## src/rtl/uplink_packet_deframer_assert.svh

```systemverilog
// assertion macros shared by the deframer rtl
`ifndef UPLINK_PACKET_DEFRAMER_ASSERT_SVH
`define UPLINK_PACKET_DEFRAMER_ASSERT_SVH
`ifndef SYNTHESIS
// clocked check, off while reset is active
`define UPD_ASSERT(lbl, prop, msg) \
	lbl: assert property (@(posedge clk) disable iff (!arst_n) prop) else $error(msg);
// clocked check, also held during reset
`define UPD_ASSERT_ALWAYS(lbl, prop, msg) \
	lbl: assert property (@(posedge clk) prop) else $error(msg);
`else
`define UPD_ASSERT(lbl, prop, msg)
`define UPD_ASSERT_ALWAYS(lbl, prop, msg)
`endif
`endif

```

## src/rtl/upd_pkg.sv

```systemverilog
// shared types and constants for the uplink packet deframer
`timescale 1ns / 1ps
`default_nettype none
package upd_pkg;

	localparam int unsigned NumCmds = 3;
	localparam int unsigned CfgIdxW = 2;

	localparam logic [3:0] StartNibble = 4'b0110;
	localparam logic [2:0] CmdAddr = 3'd1;

	localparam logic [CfgIdxW-1:0] RegCmd0Len = 2'd0;
	localparam logic [CfgIdxW-1:0] RegCmd1Len = 2'd1;
	localparam logic [CfgIdxW-1:0] RegCmd2Len = 2'd2;

	localparam logic [7:0] Cmd0LenRst = 8'd8;
	localparam logic [7:0] Cmd1LenRst = 8'd1;
	localparam logic [7:0] Cmd2LenRst = 8'd2;

	localparam logic [1:0] StOk = 2'd0;
	localparam logic [1:0] StBadStart = 2'd1;
	localparam logic [1:0] StUnknown = 2'd2;

	typedef struct packed {
		logic [7:0] cmd0;
		logic [7:0] cmd1;
		logic [7:0] cmd2;
	} cmd_len_t;

	typedef struct packed {
		logic [1:0] status;
		logic [2:0] address;
		logic       is_data;
		logic [7:0] length_or_command;
		logic       payload_valid;
		logic [7:0] payload_byte;
		logic       last;
	} res_t;

endpackage
`default_nettype wire

```

## src/rtl/upd_cfg_regs.sv

```systemverilog
// command length registers written over the configuration port
`timescale 1ns / 1ps
`default_nettype none
module upd_cfg_regs (
	input  wire logic                        clk,
	input  wire logic                        arst_n,
	input  wire logic                        wr_en,
	input  wire logic [upd_pkg::CfgIdxW-1:0] wr_index,
	input  wire logic [7:0]                  wr_data,
	output upd_pkg::cmd_len_t                cmd_len
);
	import upd_pkg::*;

	cmd_len_t len_q;

	// register write, indexes past the list are dropped
	always_ff @(posedge clk or negedge arst_n) begin
		if (!arst_n) begin
			len_q.cmd0 <= Cmd0LenRst;
			len_q.cmd1 <= Cmd1LenRst;
			len_q.cmd2 <= Cmd2LenRst;
		end else if (wr_en) begin
			unique case (wr_index)
				RegCmd0Len: len_q.cmd0 <= wr_data;
				RegCmd1Len: len_q.cmd1 <= wr_data;
				RegCmd2Len: len_q.cmd2 <= wr_data;
				default: ;
			endcase
		end
	end

	assign cmd_len = len_q;

endmodule
`default_nettype wire

```

## src/rtl/upd_parser.sv

```systemverilog
// packet state machine: header, second byte and payload count
`timescale 1ns / 1ps
`default_nettype none
module upd_parser (
	input  wire logic       clk,
	input  wire logic       arst_n,
	input  wire logic       step,
	input  wire logic [7:0] rx_byte,
	input  upd_pkg::cmd_len_t cmd_len,
	output logic            has_res,
	output upd_pkg::res_t   res
);
	import upd_pkg::*;

	localparam logic [1:0] PhHeader = 2'd0;
	localparam logic [1:0] PhSecond = 2'd1;
	localparam logic [1:0] PhPayload = 2'd2;

	logic [1:0] phase_q, phase_d;
	logic [7:0] header_q, header_d;
	logic [7:0] second_q, second_d;
	logic [7:0] left_q, left_d;
	logic [7:0] len;
	logic [7:0] left_dec;

	// command length lookup, only used for known codes
	always_comb begin
		case (rx_byte[1:0])
			2'd0: len = cmd_len.cmd0;
			2'd1: len = cmd_len.cmd1;
			default: len = cmd_len.cmd2;
		endcase
	end

	assign left_dec = left_q - 8'd1;

	// next state and result for one item
	always_comb begin
		phase_d = phase_q;
		header_d = header_q;
		second_d = second_q;
		left_d = left_q;
		has_res = 1'b0;
		res.status = StOk;
		res.address = header_q[3:1];
		res.is_data = header_q[0];
		res.length_or_command = second_q;
		res.payload_valid = 1'b0;
		res.payload_byte = 8'd0;
		res.last = 1'b1;
		unique case (phase_q)
			PhSecond: begin
				second_d = rx_byte;
				res.length_or_command = rx_byte;
				if (header_q[7:4] != StartNibble) begin
					phase_d = PhHeader;
					has_res = 1'b1;
					res.status = StBadStart;
				end else if (header_q[0]) begin
					if (rx_byte == 8'd0) begin
						phase_d = PhHeader;
						has_res = 1'b1;
					end else begin
						phase_d = PhPayload;
						left_d = rx_byte;
					end
				end else if (header_q[3:1] > CmdAddr || rx_byte >= 8'(NumCmds)) begin
					phase_d = PhHeader;
					has_res = 1'b1;
					res.status = StUnknown;
				end else if (header_q[3:1] != CmdAddr || len == 8'd0) begin
					phase_d = PhHeader;
					has_res = 1'b1;
				end else begin
					phase_d = PhPayload;
					left_d = len;
				end
			end
			PhPayload: begin
				left_d = left_dec;
				has_res = 1'b1;
				res.payload_valid = 1'b1;
				res.payload_byte = rx_byte;
				res.last = (left_dec == 8'd0);
				if (left_dec == 8'd0) begin
					phase_d = PhHeader;
				end
			end
			default: begin
				// header byte, unused code behaves the same
				header_d = rx_byte;
				second_d = 8'd0;
				left_d = 8'd0;
				phase_d = PhSecond;
			end
		endcase
	end

	// state registers advance once per item
	always_ff @(posedge clk or negedge arst_n) begin
		if (!arst_n) begin
			phase_q <= PhHeader;
			header_q <= 8'd0;
			second_q <= 8'd0;
			left_q <= 8'd0;
		end else if (step) begin
			phase_q <= phase_d;
			header_q <= header_d;
			second_q <= second_d;
			left_q <= left_d;
		end
	end

endmodule
`default_nettype wire

```

## src/rtl/uplink_packet_deframer.sv

```systemverilog
// top level of the uplink packet deframer
// an accepted item is held in the input register, then moves on to the result register once that register can advance
// throughput: one item per cycle, limited only by the output stall
// while a finished result waits to be taken the input register holds one more item
// reset (arst_n low, asynchronous) empties both registers, returns the parser
// to the header phase and loads the command lengths 8, 1 and 2
`timescale 1ns / 1ps
`default_nettype none
`include "uplink_packet_deframer_assert.svh"
module uplink_packet_deframer (
	input  wire logic                        clk,
	input  wire logic                        arst_n,
	input  wire logic                        in_valid,
	output logic                             in_stall,
	input  wire logic [7:0]                  rx_byte,
	input  wire logic                        cfg_valid,
	output logic                             cfg_ready,
	input  wire logic [upd_pkg::CfgIdxW-1:0] cfg_index,
	input  wire logic [7:0]                  cfg_data,
	output logic                             out_valid,
	input  wire logic                        out_stall,
	output logic [1:0]                       status,
	output logic [2:0]                       address,
	output logic                             is_data,
	output logic [7:0]                       length_or_command,
	output logic                             payload_valid,
	output logic [7:0]                       payload_byte,
	output logic                             last
);
	import upd_pkg::*;

	logic       valid_s1;
	logic [7:0] byte_s1;
	logic       out_valid_q;
	res_t       res_q;
	logic       adv;
	logic       in_take;
	logic       step;
	logic       has_res;
	res_t       res;
	cmd_len_t   cmd_len;

	// handshake control
	assign adv = !out_valid_q || !out_stall;
	assign step = valid_s1 && adv;
	assign in_stall = valid_s1 && !adv;
	assign in_take = in_valid && !in_stall;
	assign cfg_ready = 1'b1;

	upd_cfg_regs u_cfg (
		.clk      (clk),
		.arst_n   (arst_n),
		.wr_en    (cfg_valid && cfg_ready),
		.wr_index (cfg_index),
		.wr_data  (cfg_data),
		.cmd_len  (cmd_len)
	);

	upd_parser u_parser (
		.clk     (clk),
		.arst_n  (arst_n),
		.step    (step),
		.rx_byte (byte_s1),
		.cmd_len (cmd_len),
		.has_res (has_res),
		.res     (res)
	);

	// input register
	always_ff @(posedge clk or negedge arst_n) begin
		if (!arst_n) begin
			valid_s1 <= 1'b0;
		end else begin
			valid_s1 <= in_take || (valid_s1 && !adv);
		end
	end

	always_ff @(posedge clk) begin
		if (in_take) begin
			byte_s1 <= rx_byte;
		end
	end

	// result register
	always_ff @(posedge clk or negedge arst_n) begin
		if (!arst_n) begin
			out_valid_q <= 1'b0;
		end else if (adv) begin
			out_valid_q <= step && has_res;
		end
	end

	always_ff @(posedge clk) begin
		if (adv) begin
			res_q <= res;
		end
	end

	assign out_valid = out_valid_q;
	assign status = res_q.status;
	assign address = res_q.address;
	assign is_data = res_q.is_data;
	assign length_or_command = res_q.length_or_command;
	assign payload_valid = res_q.payload_valid;
	assign payload_byte = res_q.payload_byte;
	assign last = res_q.last;

	// checks
	`UPD_ASSERT(a_pb_zero, out_valid_q && !res_q.payload_valid |-> res_q.payload_byte == 8'd0, "payload byte set without payload valid")
	`UPD_ASSERT(a_err_last, out_valid_q && res_q.status != StOk |-> res_q.last && !res_q.payload_valid, "error result not a final header-only item")
	`UPD_ASSERT(a_stall_why, in_stall |-> valid_s1 && out_valid_q && out_stall, "input stalled without a held result")
	`UPD_ASSERT_ALWAYS(a_rst_empty, !arst_n |-> !out_valid_q && !valid_s1, "registers not empty in reset")

endmodule
`default_nettype wire
```

## config.mk

```make
export PLATFORM = sky130hd
export DESIGN_NAME = uplink_packet_deframer
export DESIGN_NICKNAME = d
export VERILOG_FILES = /design/src/rtl/upd_pkg.sv /design/src/rtl/upd_cfg_regs.sv /design/src/rtl/upd_parser.sv /design/src/rtl/uplink_packet_deframer.sv
export VERILOG_INCLUDE_DIRS = /design/src /design/src/rtl
export SDC_FILE = /design/constraint.sdc
export NUM_CORES = 1
export LEC_CHECK = 0
export BUFFER_PORTS_ARGS = -buffer_cell sky130_fd_sc_hd__buf_2
export CAP_MARGIN = 20
export CORE_ASPECT_RATIO = 0.9
export CORE_MARGIN = 2
export CORE_UTILIZATION = 40
export CTS_BUF_LIST = sky130_fd_sc_hd__clkbuf_8
export CTS_CLUSTER_DIAMETER = 60
export CTS_CLUSTER_SIZE = 28
export DETAILED_ROUTE_END_ITERATION = 16
export GPL_TIMING_DRIVEN = 0
export SYNTH_ARGS = -nofsm -noshare
export SYNTH_HDL_FRONTEND = slang
export SYNTH_HIERARCHICAL = 1
export SYNTH_SLANG_ARGS = --single-unit
export TNS_END_PERCENT = 30
```

## constraint.sdc

```tcl
create_clock -name clk -period 2.4 [get_ports clk]
set_input_delay 0.48 -clock clk [delete_from_list [all_inputs] [get_ports clk]]
set_output_delay 0.48 -clock clk [all_outputs]
set_load 0.01 [all_outputs]
```

==> qor.txt, run 1 <==
Status: complete, no violations
Syn nets: 344
WS Path Type: reg -> reg
Wire length per cell: 14.9 µm
Mapped Cells: 317
Vias per cell: 5.02
Global route overflow: 0
Die Width: 108 µm
Layout cells sized above 1: 0.347
Vias in the first global route: 2,544
Die Height: 97.4 µm
DR iter-0 viols: 128
CP Capture Type: flop
Fill count: 901
Cell mode on critical path: buf_6
Footprint of the multi-input gates: 0.00145 mm²
Main synth FF type: dfrtp_1
Worst ir drop on vdd: 518 µV
R2R setup slack: 0.10 ns
Starting density of the core: 0.407
# IOs: 50
Synth Warn #: 6
Post-DRT Antenna Nets: 0
Rel. slew slack: 0.532
Final setup viols: 0
Crit path max fanout: 9
Combinational Power Share: 0.281
CTS max path bufs: 2
Power per cell area: 917 mW/mm²
Post-Syn Area per Cell: 12.2 µm²
Final min period: 2.30 ns
Worst Tran Pin Value: 0.696 ns
Port bufs: 48
Synth Cell Area: 0.00388 mm²
EDFF count, synth: 32
DRC Markers: 0
Leak Pwr: 1.93 nW
Setup TNS: 0 ns
RSZ-0062 raised after global routing: no
Period utilization: 0.956
# rows: 34
Clk slew on worst S/H paths: 0.10 ns
Synth unique cells: 45
GRT Total Usage: 0.159
Startpoint Class: flop
Worst Path Arrival: 2.54 ns
Worst Reg-to-Reg Cells: 8
First-pass GRT wire length: 12,800 µm
Final wirelength: 7650 µm
Area growth from synthesis to layout: 17.0%
Reg-to-Reg End: u_parser/left_q[0]$_DFFE_PN0P_
Fmax: 0.436 GHz
Reg-to-reg startpoint: byte_s1[6]$_DFFE_PP_
Internal power: 2.84 mW
Skew final: 0.0158 ns
Seq cells post-synth: 84
Synth async-reset ratio: 0.619
Critical-path cell list: nor4_4 -> a41oi_1 -> nand2b_4 -> a21bo_1 -> buf_6 -> a31o_1 -> buf_6 -> mux2_4
Hpwl dp: 5430 µm
Sw Pwr: 1.32 mW
Finished Core Util: 0.476
H-tree depth: 3
Sw Ratio: 0.318
Detailed-route via count: 2,568
Worst path slowest cell: edfxtp_1
Placeable Area: 0.00953 mm²
Seq/Total Area, Yosys: 0.584
Root Driver: clkbuf_8
CTS tree: yes
Hold WC Path Type: in -> async
Critical Path RT: 2.65 ns
DRT Pass-1 Iters: 4
Count of final hold-check violations: 0
Largest net degree at the start of global routing: 37
Power share of the clock group: 0.243
FF+latch area: 0.00227 mm²
Final Max Slew Viols: 0
# diodes: 0
Initial antenna violation count: 0
Die area: 0.0105 mm²
Sequential share of power: 0.476
Worst-Skew Late Latency: 0.36 ns
CTS sink count: 84
Final GP Congestion: 0.820
CTS Buf Count: 9
CP max stage delay: 0.54 ns
Max Cap Viol: 0
Final net count: 408
worst max-delay path, delay by kind of cell (launching register included):
kind / cells / cell delay [ns]
AOI/OAI and AO/OA: 3 / 0.59
DFF: 1 / 0.54
and+or+nand+nor: 2 / 0.50
muxes: 1 / 0.29
buffers and inverters: 2 / 0.27
synthesized netlist by cell type, types with 2 or more instances:
library cell  instances  share of area
a211oi_1              2         0.0039
a21oi_1               8          0.010
a22oi_1               3         0.0058
a41oi_1               2         0.0045
and2_1               10          0.016
buf_2                 3         0.0039
buf_4                 5         0.0097
buf_6                 2         0.0058
clkbuf_1              8         0.0077
dfrtp_1              49           0.32
dfstp_2               3          0.020
edfxtp_1             32           0.25
ha_1                  4          0.013
inv_1                18          0.017
mux2_2               41           0.12
mux2_4                2         0.0077
mux2i_1               8          0.021
nand2_1              32          0.031
nand2b_1              5         0.0081
nand3_1               2         0.0026
nand3b_2              2         0.0058
nand4_1               3         0.0048
nor2_1               13          0.013
nor2b_1               3         0.0048
nor3_1                2         0.0026
nor4_1                2         0.0032
o21ai_0              28          0.036
o221ai_1              4         0.0090
o22ai_1               4         0.0065
o31ai_1               2         0.0039
timing repair:
| action | in CTS | in global routing |
|---|---|---|
| cloned | 0 | 0 |
| resized for setup | 2 | 2 |
| hold buffers | 0 | 0 |
| pin swaps | 0 | 1 |
| hold endpoints to repair | 0 | 0 |
| endpoints found under the setup margin | 9 | 2 |
| buffers inserted | 1 | 3 |
power groups by stage:
| stage | sequential [mW] | combinational [mW] | clock, mW |
|---|---|---|---|
| 2_1_floorplan | 2.01 | 0.801 | 0 |
| 3_3_place_gp | 2.01 | 1.12 | 0 |
| 3_5_place_dp | 2.01 | 1.14 | 0 |
| 4_1_cts | 1.98 | 1.15 | 1.04 |
| 5_1_grt | 2.02 | 1.31 | 1.10 |
| 6_report | 1.98 | 1.17 | 1.01 |
per-stage QoR:
stage	area (µm²)	hold slack, ns	setup WS (ns)	cells	power (mW)
global placement	4280	0.463	-0.419	491	3.13
finish	4540	0.0382	0.105	512	4.16
global route	4540	0.0513	0.00336	512	4.43
floorplan	3880	0.184	0.00601	317	2.81
CTS	4510	0.0411	0.0586	509	4.18
detailed placement	4300	0.440	-0.426	492	3.16
cells by family after synthesis:
group	after synthesis	share of synthesized area
multiplexers	51	0.147
flip-flops	84	0.584
other	1	0.000967
AND/OR/NAND/NOR	80	0.113
XOR/XNOR	1	0.00226
buffers and inverters	37	0.0455
AO/OA/AOI/OAI	59	0.0936
adder cells (fa/ha/maj)	4	0.0129
metal layers:
metal | up-vias | routed length (µm) | GRT usage
li1 | 1255 | - | -
met5 | - | 0 | 0
met4 | 0 | 101 | 0.0592
met1 | 1229 | 3570 | 0.224
met2 | 74 | 3490 | 0.237
met3 | 10 | 488 | 0.0402
state kept, by name, indices dropped and copies added, names as in the netlist:
signal / count
u_parser/header_q: 8
u_parser/left_q: 8
last: 1
byte_s1: 8
out_valid: 1
u_parser/second_q: 8
payload_byte: 8
u_cfg/cmd_len: 24
u_parser/phase_q: 2
payload_valid: 1
length_or_command: 8
status: 2
address: 3
valid_s1: 1
is_data: 1
worst max-delay path by stage:
stage,startpoint,end,slack (ns)
after floorplan,out_stall,u_parser/left_q[0]$_DFFE_PN0P_,0.006
after global placement,out_stall,u_parser/left_q[0]$_DFFE_PN0P_,-0.42
after detailed placement,out_stall,u_parser/left_q[1]$_DFFE_PN0P_,-0.43
after CTS,byte_s1[2]$_DFFE_PP_,u_parser/left_q[0]$_DFFE_PN0P_,0.06
after global routing,byte_s1[0]$_DFFE_PP_,u_parser/left_q[0]$_DFFE_PN0P_,0.003
final,byte_s1[6]$_DFFE_PP_,u_parser/left_q[0]$_DFFE_PN0P_,0.10
cell usage in the layout (no fill, tap or decap), types with 9 or more instances in the layout:
cell	netlist	final
edfxtp_1	32	32
buf_4	5	10
nand2_1	32	31
buf_2	3	50
mux2_2	41	41
nor2_1	13	13
inv_1	18	18
dfrtp_1	49	49
clkbuf_8	0	9
and2_1	10	10
o21ai_0	28	28
area by class of cell:
| cell class | instances | area share |
|---|---|---|
| multi-input cells | 196 | 0.319 |
| flip-flops and latches | 84 | 0.499 |
| plain buffers | 19 | 0.0245 |
| repair buffers | 53 | 0.0640 |
| well taps | 126 | 0.0347 |
| clock inverters | 7 | 0.0165 |
| inverters | 18 | 0.0149 |
| clock buffers | 9 | 0.0273 |
(Power assumes the default switching activity.)
==> run 2: changes to the inputs <==
--- a/config.mk
+++ b/config.mk
@@ -17,4 +17,5 @@
 export DETAILED_ROUTE_END_ITERATION = 16
 export GPL_TIMING_DRIVEN = 0
+export REMOVE_ABC_BUFFERS = 1
 export SYNTH_ARGS = -nofsm -noshare
 export SYNTH_HDL_FRONTEND = slang
==> constraint.sdc (replaced) <==
create_clock -name clk -period 2.4 [get_ports clk]
set_input_delay 0.48 -clock clk [delete_from_list [all_inputs] [get_ports clk]]
set_output_delay 0.48 -clock clk [all_outputs]
set_load 0.005 [all_outputs]
==> qor.txt, run 2 (synthesis gave the netlist of run 1 again) <==
Port bufs: 48 (unchanged)
Crit path max fanout: 9 (unchanged)
Global route overflow: 0 (unchanged)
M1 WL: 3620 µm (+1.5%)
Root Driver: clkbuf_8
Detailed-route via count: 2,585 (+0.66%)
Layout cells sized above 1: 0.345 (-0.00214)
CTS tree: yes
Wire length per cell: 15.4 µm (+3.3%)
Status: complete, no violations
Area growth from synthesis to layout: 15.9%
Count of final hold-check violations: 0 (unchanged)
Clk slew on worst S/H paths: 0.08 ns (-0.02 ns)
Setup TNS: 0 ns (unchanged)
Post-Place Setup Slack: -0.539 ns (-0.113 ns)
DR iter-0 viols: 85 (-34%)
Top layer reached by signal wires: met4
CTS max path bufs: 2 (unchanged)
DRT Pass-1 Iters: 4 (unchanged)
Max Cap Viol: 0 (unchanged)
CP Capture Type: flop
Final net count: 393 (-3.7%)
Inst Count DP: 473 (-3.9%)
Final wirelength: 7670 µm (+0.24%)
Final GP Congestion: 0.861 (+5.0%)
Hold WC Path Type: in -> async
Worst Path Arrival: 2.54 ns (about the same)
Max reg flops: 24 (unchanged)
# diodes: 0 (unchanged)
GRT Total Usage: 0.160 (+0.000784)
Placement Cell Area: 0.00419 mm² (-2.5%)
Final min period: 2.30 ns (+0.00739 ns)
Most common cell after layout, fill and taps aside: dfrtp_1
Routed met3 length: 431 µm (-12%)
Fill count: 926 (+2.8%)
DRC Markers: 0 (unchanged)
Startpoint Class: flop
Die area: 0.0105 mm² (unchanged)
RSZ-0062 raised after global routing: no
Power per cell area: 900 mW/mm² (-1.9%)
Vias per cell: 5.20 (+3.7%)
Starting density of the core: 0.407 (unchanged)
Largest net degree at the start of global routing: 31 (-16%)
Initial antenna violation count: 0 (unchanged)
PnR Total Power: 4.04 mW (-2.9%)
Vias in the first global route: 2,568 (+0.94%)
Met2 wire length: 3570 µm (+2.3%)
Worst-Skew Late Latency: 0.35 ns (about the same)
# rows: 34 (unchanged)
H-tree depth: 3 (unchanged)
CTS sink count: 84 (unchanged)
Die Width: 108 µm (unchanged)
Worst Tran Pin Value: 0.886 ns (+0.190 ns)
Setup ws final: 0.0973 ns (-0.00739 ns)
Final Max Slew Viols: 0 (unchanged)
Worst ir drop on vdd: 345 µV (-33%)
Fmax: 0.434 GHz (-0.32%)
Rel. slew slack: 0.409 (-0.123)
First-pass GRT wire length: 12,900 µm (+1.2%)
Post-DRT Antenna Nets: 0 (unchanged)
Most frequent cells in the layout: 49 x dfrtp_1, 48 x buf_2, 41 x mux2_2
CTS Buf Count: 9 (unchanged)
Period utilization: 0.959 (+0.00308)
Placeable Area: 0.00953 mm² (unchanged)
Leak Pwr: 1.92 nW (-0.93%)
Critical Path RT: 2.63 ns (-0.02 ns)
Skew final: 0.0134 ns (-0.00240 ns)
WS Path Type: reg -> reg
Finished Cell Area: 0.00449 mm² (-0.99%)
Die Height: 97.4 µm (unchanged)
Hpwl dp: 5200 µm (-4.3%)
Number of cells in the finished layout apart from fillers: 497 (-2.9%)
# IOs: 50 (unchanged)
Final setup viols: 0 (unchanged)
Finished Core Util: 0.472 (-0.00473)
Fin Hold WS: 0.106 ns (+0.0679 ns)
-- run 2: cell types whose count changed in the layout (fill, tap and decap cells not counted), moves of 2 or more --
cell / before / now
buf_12: 1 / 3
buf_2: 50 / 48
buf_4: 10 / 6
buf_6: 2 / 0
clkbuf_1: 8 / 0
inv_1: 18 / 21
inv_6: 2 / 0
-- run 2: layer usage --
metal	vias to the layer above	track usage
met1	1283	0.222
met5	-	0
met3	5	0.0510
met2	73	0.245
li1	1224	-
met4	0	0.0355
-- run 2: repair_timing --
action	CTS	global route
pin swaps	0	1
setup buffers	7	1
setup endpoints to repair	8	3
hold buffers	0	0
gates resized for setup	2	5
-- run 2: final timing paths --
path                                                  start                        endpoint  slack, ns  cells after the start
min                                                  arst_n    u_cfg/cmd_len[9]$_DFFE_PN0P_       0.11                      1
min reg2reg                u_parser/header_q[1]$_DFFE_PN0P_            address[0]$_DFFE_PP_       0.48                      0
max in group asynchronous                            arst_n   u_cfg/cmd_len[19]$_DFFE_PN1P_       1.68                      2
max reg2reg                            byte_s1[2]$_DFFE_PP_  u_parser/left_q[0]$_DFFE_PN0P_        0.1                      6
max                                    byte_s1[2]$_DFFE_PP_  u_parser/left_q[0]$_DFFE_PN0P_        0.1                      6
min in group clk                                 rx_byte[1]            byte_s1[1]$_DFFE_PP_       0.30                      1
-- run 2: critical path, cell delays in order, from the launching register on --
cell and delay [ns]:
edfxtp_1 0.50, nor4_4 0.38, a41oi_2 0.21, nand2b_4 0.18, a21bo_1 0.30, a31o_4 0.30
mux2_4 0.31
-- run 2: final cells by class --
cell class	count	area (µm²)	share of cell area
inverter	18	67.6	0.0150
clock inverter	7	62.6	0.0139
timing repair buffer	57	345	0.0769
sequential	84	2270	0.504
multi-input combinational	196	1470	0.327
tap	126	158	0.0351
clock buffer	9	124	0.0276
-- run 2: power by group --
part           internal [mW]  switching (mW)  total (mW)
registers               1.81           0.216        2.03
clock network          0.470           0.485       0.955
logic                  0.498           0.561        1.06
